File: config.mk
export PLATFORM = sky130hd
export DESIGN_NAME = sliding_window_report_limiter_top_flat
export DESIGN_NICKNAME = d
export VERILOG_FILES = /design/src/design/swrl_pkg.sv /design/src/design/swrl_req_if.sv /design/src/design/swrl_rsp_if.sv /design/src/design/swrl_ram.sv /design/src/design/sliding_window_report_limiter_top.sv /design/src/flat_wrapper.sv
export SDC_FILE = /design/constraint.sdc
export NUM_CORES = 1
export LEC_CHECK = 0
export ABC_AREA = 1
export BUFFER_PORTS_ARGS = -buffer_cell sky130_fd_sc_hd__buf_2
export CORE_MARGIN = 1.5
export CORE_UTILIZATION = 56
export DETAILED_ROUTE_END_ITERATION = 16
export GPL_TIMING_DRIVEN = 0
export PLACE_DENSITY = 0.76
export SETUP_SLACK_MARGIN = 0.1
export SYNTH_ARGS = -nofsm -noshare
export SYNTH_HDL_FRONTEND = slang
export SYNTH_SLANG_ARGS = --single-unit
File: constraint.sdc
create_clock -name clk -period 4.4 [get_ports clk]
set_clock_uncertainty 0.05 [all_clocks]
set_input_delay 0.22 -clock clk [delete_from_list [all_inputs] [get_ports clk]]
set_output_delay 0.22 -clock clk [all_outputs]
set_load 0.03 [all_outputs]
File: src/design/swrl_pkg.sv
package swrl_pkg;

    localparam int TIME_W     = 40;
    localparam int WINDOW_W   = 32;
    localparam int LIMIT_W    = 5;
    localparam int COUNT_W    = 5;
    localparam int CFG_IDX_W  = 3;
    localparam int CFG_DATA_W = 32;

    localparam logic [CFG_IDX_W-1:0] CFG_WINDOW_SECONDS = 3'd0;
    localparam logic [CFG_IDX_W-1:0] CFG_NORMAL_LIMIT   = 3'd1;
    localparam logic [CFG_IDX_W-1:0] CFG_ENHANCED_LIMIT = 3'd2;
    localparam logic [CFG_IDX_W-1:0] CFG_ENHANCED_MODE  = 3'd3;
    localparam logic [CFG_IDX_W-1:0] CFG_STORE_PRESENT  = 3'd4;

    localparam logic [WINDOW_W-1:0] WINDOW_RESET         = 32'd86400;
    localparam logic [LIMIT_W-1:0]  NORMAL_LIMIT_RESET   = 5'd3;
    localparam logic [LIMIT_W-1:0]  ENHANCED_LIMIT_RESET = 5'd3;
    localparam logic                ENHANCED_MODE_RESET  = 1'b0;
    localparam logic                STORE_PRESENT_RESET  = 1'b1;

    localparam logic ACTION_QUERY = 1'b0;
    localparam logic ACTION_ADD   = 1'b1;

endpackage

File: src/design/swrl_req_if.sv
interface swrl_req_if import swrl_pkg::*; ();
    logic              valid;
    logic              ready;
    logic              action;
    logic [TIME_W-1:0] now_time;
    logic [TIME_W-1:0] log_stamp;

    modport source (
        output valid,
        output action,
        output now_time,
        output log_stamp,
        input  ready
    );

    modport sink (
        input  valid,
        input  action,
        input  now_time,
        input  log_stamp,
        output ready
    );
endinterface

File: src/design/swrl_rsp_if.sv
interface swrl_rsp_if import swrl_pkg::*; ();
    logic               valid;
    logic               ready;
    logic               at_limit;
    logic               accepted;
    logic [COUNT_W-1:0] report_count;

    modport source (
        output valid,
        output at_limit,
        output accepted,
        output report_count,
        input  ready
    );

    modport sink (
        input  valid,
        input  at_limit,
        input  accepted,
        input  report_count,
        output ready
    );
endinterface

File: src/design/swrl_ram.sv
module swrl_ram #(
    parameter int WIDTH = 40,
    parameter int DEPTH = 16
) (
    input  logic                                     clk,
    input  logic                                     we,
    input  logic [((DEPTH > 1) ? $clog2(DEPTH) : 1)-1:0] waddr,
    input  logic [WIDTH-1:0]                         wdata,
    input  logic                                     re,
    input  logic [((DEPTH > 1) ? $clog2(DEPTH) : 1)-1:0] raddr,
    output logic [WIDTH-1:0]                         rdata
);

    logic [WIDTH-1:0] mem [DEPTH];

    always_ff @(posedge clk)
    begin
        if (we)
        begin
            mem[waddr] <= wdata;
        end
        if (re)
        begin
            rdata <= mem[raddr];
        end
    end

endmodule

File: src/design/sliding_window_report_limiter_top.sv
// Channel | Direction | Payload                                   | Handshake
// req     | in        | action, now_time[39:0], log_stamp[39:0]   | valid/ready
// rsp     | out       | at_limit, accepted, report_count[4:0]     | valid/ready
// cfg     | in        | cfg_index[2:0], cfg_wdata[31:0]           | cfg_we, no wait
//
// An accepted item reads and checks the oldest log entry, popping it and going on while it
// has expired, with no check once the log is empty; req is ready only when back in idle.
// Each expiry is one read of the log RAM and one check.
// The result is registered; a held result stalls only the final decision step.
// Reset clears head, count, state, rsp valid and config; data regs and the log RAM are not.
module sliding_window_report_limiter_top import swrl_pkg::*; #(
    parameter int LOG_DEPTH = 16
) (
    input  logic                  clk,
    input  logic                  rst_n,
    input  logic                  cfg_we,
    input  logic [CFG_IDX_W-1:0]  cfg_index,
    input  logic [CFG_DATA_W-1:0] cfg_wdata,
    swrl_req_if.sink              req,
    swrl_rsp_if.source            rsp
);

    localparam int IDX_W = (LOG_DEPTH > 1) ? $clog2(LOG_DEPTH) : 1;
    localparam int PTR_W = $clog2(LOG_DEPTH + 1);

    typedef enum logic [3:0] {
        S_IDLE   = 4'b0001,
        S_FETCH  = 4'b0010,
        S_CHECK  = 4'b0100,
        S_DECIDE = 4'b1000
    } state_t;

    state_t state_reg, state_next;

    logic [WINDOW_W-1:0] window_reg;
    logic [LIMIT_W-1:0]  normal_limit_reg;
    logic [LIMIT_W-1:0]  enhanced_limit_reg;
    logic                enhanced_mode_reg;
    logic                store_present_reg;

    logic [IDX_W-1:0] head_reg, head_next;
    logic [PTR_W-1:0] count_reg, count_next;

    logic              action_reg;
    logic [TIME_W-1:0] now_reg;
    logic [TIME_W-1:0] stamp_reg;

    logic               rsp_valid_reg, rsp_valid_next;
    logic               at_limit_reg;
    logic               accepted_reg;
    logic [COUNT_W-1:0] rcount_reg;

    logic [TIME_W-1:0] ram_rdata;
    logic              ram_re;
    logic              ram_we;
    logic [IDX_W-1:0]  ram_waddr;
    logic [PTR_W:0]    tail_sum;
    logic [PTR_W:0]    tail_wrap;

    logic [TIME_W:0]    expiry_sum;
    logic               expire;
    logic [LIMIT_W-1:0] active_limit;
    logic               at_limit;
    logic               do_append;
    logic [PTR_W-1:0]   count_after;
    logic [31:0]        count_after_ext;
    logic               out_free;
    logic               req_fire;
    logic [IDX_W-1:0]   head_inc;

    assign req.ready = (state_reg == S_IDLE);
    assign req_fire  = req.valid && req.ready;
    assign out_free  = !rsp_valid_reg || rsp.ready;

    assign expiry_sum = {1'b0, ram_rdata} + (TIME_W + 1)'(window_reg);
    assign expire     = expiry_sum < {1'b0, now_reg};
    assign head_inc   = (head_reg == IDX_W'(LOG_DEPTH - 1)) ? '0 : head_reg + 1'b1;

    assign active_limit = (enhanced_mode_reg && store_present_reg) ?
                          enhanced_limit_reg : normal_limit_reg;
    assign at_limit     = 32'(count_reg) >= 32'(active_limit);
    assign do_append    = (action_reg == ACTION_ADD) && !at_limit && store_present_reg &&
                          (32'(count_reg) < 32'(LOG_DEPTH));
    assign count_after     = count_reg + PTR_W'(do_append);
    assign count_after_ext = 32'(count_after);

    assign tail_sum  = {1'b0, PTR_W'(head_reg)} + {1'b0, count_reg};
    assign tail_wrap = (tail_sum >= (PTR_W + 1)'(LOG_DEPTH)) ?
                       tail_sum - (PTR_W + 1)'(LOG_DEPTH) : tail_sum;
    assign ram_waddr = tail_wrap[IDX_W-1:0];

    assign ram_re = (state_reg == S_FETCH) && (count_reg != '0);
    assign ram_we = (state_reg == S_DECIDE) && out_free && do_append;

    swrl_ram #(
        .WIDTH (TIME_W),
        .DEPTH (LOG_DEPTH)
    ) u_log_ram (
        .clk   (clk),
        .we    (ram_we),
        .waddr (ram_waddr),
        .wdata (stamp_reg),
        .re    (ram_re),
        .raddr (head_reg),
        .rdata (ram_rdata)
    );

    always_comb
    begin
        state_next     = state_reg;
        head_next      = head_reg;
        count_next     = count_reg;
        rsp_valid_next = rsp_valid_reg && !rsp.ready;
        case (state_reg)
            S_IDLE:
            begin
                if (req_fire)
                begin
                    state_next = S_FETCH;
                end
            end
            S_FETCH:
            begin
                state_next = (count_reg != '0) ? S_CHECK : S_DECIDE;
            end
            S_CHECK:
            begin
                if (expire)
                begin
                    head_next  = head_inc;
                    count_next = count_reg - 1'b1;
                    state_next = S_FETCH;
                end
                else
                begin
                    state_next = S_DECIDE;
                end
            end
            S_DECIDE:
            begin
                if (out_free)
                begin
                    count_next     = count_after;
                    rsp_valid_next = 1'b1;
                    state_next     = S_IDLE;
                end
            end
            default:
            begin
                state_next = S_IDLE;
            end
        endcase
    end

    always_ff @(posedge clk or negedge rst_n)
    begin
        if (!rst_n)
        begin
            state_reg     <= S_IDLE;
            head_reg      <= '0;
            count_reg     <= '0;
            rsp_valid_reg <= 1'b0;
        end
        else
        begin
            state_reg     <= state_next;
            head_reg      <= head_next;
            count_reg     <= count_next;
            rsp_valid_reg <= rsp_valid_next;
        end
    end

    always_ff @(posedge clk or negedge rst_n)
    begin
        if (!rst_n)
        begin
            window_reg         <= WINDOW_RESET;
            normal_limit_reg   <= NORMAL_LIMIT_RESET;
            enhanced_limit_reg <= ENHANCED_LIMIT_RESET;
            enhanced_mode_reg  <= ENHANCED_MODE_RESET;
            store_present_reg  <= STORE_PRESENT_RESET;
        end
        else if (cfg_we)
        begin
            case (cfg_index)
                CFG_WINDOW_SECONDS: window_reg         <= cfg_wdata[WINDOW_W-1:0];
                CFG_NORMAL_LIMIT:   normal_limit_reg   <= cfg_wdata[LIMIT_W-1:0];
                CFG_ENHANCED_LIMIT: enhanced_limit_reg <= cfg_wdata[LIMIT_W-1:0];
                CFG_ENHANCED_MODE:  enhanced_mode_reg  <= cfg_wdata[0];
                CFG_STORE_PRESENT:  store_present_reg  <= cfg_wdata[0];
                default:
                begin
                end
            endcase
        end
    end

    always_ff @(posedge clk)
    begin
        if (req_fire)
        begin
            action_reg <= req.action;
            now_reg    <= req.now_time;
            stamp_reg  <= req.log_stamp;
        end
        if ((state_reg == S_DECIDE) && out_free)
        begin
            at_limit_reg <= at_limit;
            accepted_reg <= do_append;
            rcount_reg   <= count_after_ext[COUNT_W-1:0];
        end
    end

    assign rsp.valid        = rsp_valid_reg;
    assign rsp.at_limit     = at_limit_reg;
    assign rsp.accepted     = accepted_reg;
    assign rsp.report_count = rcount_reg;

    a_count_bound: assert property (@(posedge clk) disable iff (!rst_n)
        32'(count_reg) <= 32'(LOG_DEPTH))
        else $error("log count exceeds the log depth");

    a_expire_pops: assert property (@(posedge clk) disable iff (!rst_n)
        (state_reg == S_CHECK) && expire |=>
        (count_reg == $past(count_reg) - 1'b1) && (state_reg == S_FETCH))
        else $error("expired entry was not popped");

    a_accept_below: assert property (@(posedge clk) disable iff (!rst_n)
        rsp.valid && rsp.accepted |-> !rsp.at_limit)
        else $error("an add was stored at the limit");

    a_idle_hold: assert property (@(posedge clk) disable iff (!rst_n)
        (state_reg == S_IDLE) |=>
        (head_reg == $past(head_reg)) && (count_reg == $past(count_reg)))
        else $error("log pointers moved while idle");

endmodule
File: src/flat_wrapper.sv
// flat-port wrapper written by rule: the top's interface ports become plain ports
module sliding_window_report_limiter_top_flat import swrl_pkg::*;
#(
    parameter int LOG_DEPTH = 16
)
  (clk, rst_n, cfg_we, cfg_index, cfg_wdata, req_valid, req_action, req_now_time, req_log_stamp, req_ready, rsp_valid, rsp_at_limit, rsp_accepted, rsp_report_count, rsp_ready);
  swrl_req_if req_i ();
  swrl_rsp_if rsp_i ();
  input  logic clk;
  input  logic rst_n;
  input  logic cfg_we;
  input  logic [CFG_IDX_W-1:0] cfg_index;
  input  logic [CFG_DATA_W-1:0] cfg_wdata;
  input wire logic [$bits(req_i.valid)-1:0] req_valid;
  input wire logic [$bits(req_i.action)-1:0] req_action;
  input wire logic [$bits(req_i.now_time)-1:0] req_now_time;
  input wire logic [$bits(req_i.log_stamp)-1:0] req_log_stamp;
  output wire logic [$bits(req_i.ready)-1:0] req_ready;
  output wire logic [$bits(rsp_i.valid)-1:0] rsp_valid;
  output wire logic [$bits(rsp_i.at_limit)-1:0] rsp_at_limit;
  output wire logic [$bits(rsp_i.accepted)-1:0] rsp_accepted;
  output wire logic [$bits(rsp_i.report_count)-1:0] rsp_report_count;
  input wire logic [$bits(rsp_i.ready)-1:0] rsp_ready;
  assign req_i.valid = req_valid;
  assign req_i.action = req_action;
  assign req_i.now_time = req_now_time;
  assign req_i.log_stamp = req_log_stamp;
  assign req_ready = req_i.ready;
  assign rsp_valid = rsp_i.valid;
  assign rsp_at_limit = rsp_i.at_limit;
  assign rsp_accepted = rsp_i.accepted;
  assign rsp_report_count = rsp_i.report_count;
  assign rsp_i.ready = rsp_ready;
  sliding_window_report_limiter_top #(.LOG_DEPTH(LOG_DEPTH)) u_core (.clk(clk), .rst_n(rst_n), .cfg_we(cfg_we), .cfg_index(cfg_index), .cfg_wdata(cfg_wdata), .req(req_i), .rsp(rsp_i));
endmodule
==> flow_metrics.py <==
metrics = {
    "synth": {
        "ys_ff_latch": 826,
        "yosysSeqAreaShare": 0.7143,
        "synth.distinct_cells": 48,
        "ys.warnings.count": 0,
        "ys.flop_type": "edfxtp_1",
        "synth_top_area_share": 0.6717,
        "async_flop_share": 0.07022,
        "syn_area_um2": 34340,
        "yosysMostFrequentCell": "edfxtp_1",
        "syn_avg_cell_area_um2": 12.77,
        "synth_enable_flop_cells": 768,
        "yosys-top-cells-count": "768 x edfxtp_1, 435 x nand2_1, 251 x nor2_1",
        "yosysTopAreaCell": "edfxtp_1",
        "synth_nets": 2894,
        "postSynthCellCount": 2688,
        "synth_area_leaders": "edfxtp_1 67%, nand2_1 4.8%, dfrtp_1 3.4%, o21ai_0 3.4%, ha_1 3.0%",
    },
    "floorplan": {
        "die_area_um2": 62810,
        "core_um2": 60470,
        "start_util": 0.5678,
        "die_h_um": 250.6,
        "die_x_um": 250.6,
        "io_pins": 130,
        "row_count": 90,
    },
    "global_route": {
        "grt_pass1_vias": 24520,
        "grt_overflow": 0,
        "grt_pass1_wl_um": 143900,
        "grt_max_degree": 59,
        "grtUsageTotal": 0.3117,
        "antenna_found_initial": 3,
    },
    "place": {
        "routabilityCongestion": 0.8722,
        "pre_cts_slack_ns": 0.01157,
        "dp_hpwl_um": 63250,
        "port_buffers": 129,
    },
    "setup_path": {
        "crit_family": "simple AND/OR/NAND/NOR gates",
        "slowest_delay_ns": 0.47,
        "crit_arrival_ns": 4.63,
        "path_class": "flop to flop",
        "critical_path.max_fanout": 7,
        "crit_path_top_delay_cell": "fa_1",
        "crit_buf_inv": 2,
        "crit_chain": "ha_2 > inv_1 > fa_1 > inv_2 > nand3_1 > nand2_2 > nand2_2 > nand2_4 > a21oi_1 > o21ai_0 > xor2_1 > ha_1 > nand2_1 > nor2_1 > nand4_1 > nor3_2 > nand2_1 > a31oi_4 > nand2_4 > nand3_2 > nand2_4 > nand2_4 > nand2_1 > nand2_1",
        "cp.required_ns": 4.92,
        "cp-start-kind": "flop",
        "worstSetupEndpointType": "flop",
    },
    "clock_tree": {
        "cts.sinks": 826,
        "clk_pin_slew_ns": 0.06,
        "cts_tree": "done",
        "clockRootBuffer": "clkbuf_16",
        "h-tree-depth": 3,
        "cts-buffers-inserted": 81,
        "clock_latency_ns": 0.66,
        "cts_buffer_depth": 3,
    },
    "timing": {
        "setup_viol": 0,
        "fin_crit_sh": 0.9342,
        "setup_ws_ns": 0.2897,
        "final_hold_viol_count": 0,
        "drv_slew": 0,
        "worst_pin_slew_ns": 1.238,
        "rsz0062_at_grt": "false",
        "fmax_ghz": 0.2433,
        "maxSlewHeadroom": 0.1747,
        "layout_min_cycle_time_ns": 4.110,
    },
    "drt": {
        "dr_wl_met3_um": 12310,
        "dr_wl_met2_um": 46560,
        "wl_per_cell_um": 25.23,
        "top_layer": "met4",
        "routed_via_density": 6.227,
        "vias": 24410,
        "wl_um": 98910,
        "ant_nets": 0,
        "drcViolationCount": 0,
        "drtIter0Drc": 3686,
        "dr.pass1.iters": 8,
        "detail_route.wirelength.met1_um": 34560,
    },
    "cells_and_area": {
        "layout-drive-gt1-share": 0.1300,
        "fin_nets": 3284,
        "diodes": 0,
        "syn2layout_area_growth_pct": 18.57,
        "largest_register_ffs": 640,
        "regMostFlops": "u_core.u_log_ram.mem",
    },
    "power": {
        "power_density_nw_per_um2": 571.3,
        "p_leak_nw": 14.82,
        "totalPowerFinal_mw": 23.26,
        "max-vdd-ir-drop_uv": 361.2,
    },
    "run_status": {
        "status": "complete, no violations",
    },
    "hold_path": {
        "hp-class": "primary input to flop",
    },
    "run": {
        "maxCapViolCount": 0,
    },
}
worst min-delay path: stages:
cell and delay (ns):
buf_2 0.10, nor2_1 0.08, nand2_1 0.25, o21ai_0 0.13
repair_timing:
item / CTS / global route
cloned: 4 / 0
pin swaps: 4 / 12
resized for setup: 6 / 7
setup buffers: 2 / 22
hold buffers: 124 / 0
endpoints found under the hold margin: 175 / 0
endpoints found under the setup margin: 100 / 290
layer usage:
| metal | track usage | vias to the layer above |
|---|---|---|
| met5 | 0 | - |
| met4 | 0.1636 | 0 |
| met3 | 0.07846 | 387 |
| met2 | 0.5058 | 1777 |
| met1 | 0.3884 | 11640 |
| li1 | - | 10610 |
cell usage in the layout (no fill, tap or decap), drive strengths merged, types with 3 or more instances in the layout:
cell type,Yosys,routed
edfxtp,768,768
nand2,445,445
o21ai,260,260
nor2,254,258
buf,36,215
clkbuf,91,196
a21oi,160,160
inv,139,144
dlygate4sd3,0,124
nand3,99,99
ha,83,83
o22ai,49,49
a221oi,48,48
dfrtp,47,47
nand4,41,41
o221ai,32,32
clkinv,1,30
mux2,28,28
xor2,24,24
xnor2,24,24
dfstp,11,11
nor3,8,8
o21bai,7,7
a21o,7,7
a31oi,5,5
mux2i,4,4
o21a,4,4
bufinv,0,3
a21boi,3,3
layout make-up:
class | count | area [µm²]
tap | 782 | 978.4
multi-input combinational | 1599 | 8990
inverter | 140 | 525.5
clock buffer | 105 | 2127
buffer | 127 | 508.0
timing repair buffer | 303 | 2763
clock inverter | 38 | 294.0
fill | 4035 | 19760
sequential | 826 | 24530
final timing paths:
| check | start | to | slack (ns) | depth (start not counted) |
|---|---|---|---|---|
| setup / recovery | u_core.u_log_ram.rdata[0] | u_core.count_reg[1] | 0.29 | 24 |
| hold / removal | cfg_index[2] | u_core.normal_limit_reg[1] | 0.12 | 4 |
| setup reg to reg | u_core.u_log_ram.rdata[0] | u_core.count_reg[1] | 0.29 | 24 |
| hold reg to reg | u_core.normal_limit_reg[3] | u_core.normal_limit_reg[3] | 0.44 | 2 |
| max in group asynchronous | rst_n | u_core.count_reg[4] | 3.57 | 2 |
| min in group asynchronous | rst_n | u_core.window_reg[13] | 0.16 | 2 |
logic make-up (layout without fill, tap and decap cells):
group / Yosys count / count (layout) / share of synthesized area
and+or+nand+nor: 850 / 854 / 0.1038
xor gates and xnor gates: 48 / 48 / 0.01224
buffers and inverters: 267 / 713 / 0.03010
adders and majority gates: 85 / 85 / 0.03141
AOI/OAI and AO/OA: 580 / 580 / 0.09777
muxes: 32 / 32 / 0.01035
DFF: 826 / 826 / 0.7143
stage by stage:
stage	instances	area, µm²	hold slack [ns]	util	TNS, ns
2_1_floorplan	2688	34350	-0.1256	-	-1.888
3_3_place_gp	3599	35970	0.3459	0.5949	-1212.60
3_5_place_dp	3624	36650	0.3481	0.6060	0
4_1_cts	3897	40410	0.05255	0.6682	0
5_1_grt	3920	40710	0.1510	0.6733	0
6_report	3920	40710	0.1185	0.6733	0
power breakdown:
part           internal, mW  leakage [nW]  switching, mW  total, mW
sequential             9.50          7.63          0.582       10.1
combinational          1.91          6.01           4.73       6.65
clock                  3.60          1.18           2.93       6.53
total                  15.0          14.8           8.25       23.3
Note: power is estimated with default switching activity, not from simulation.
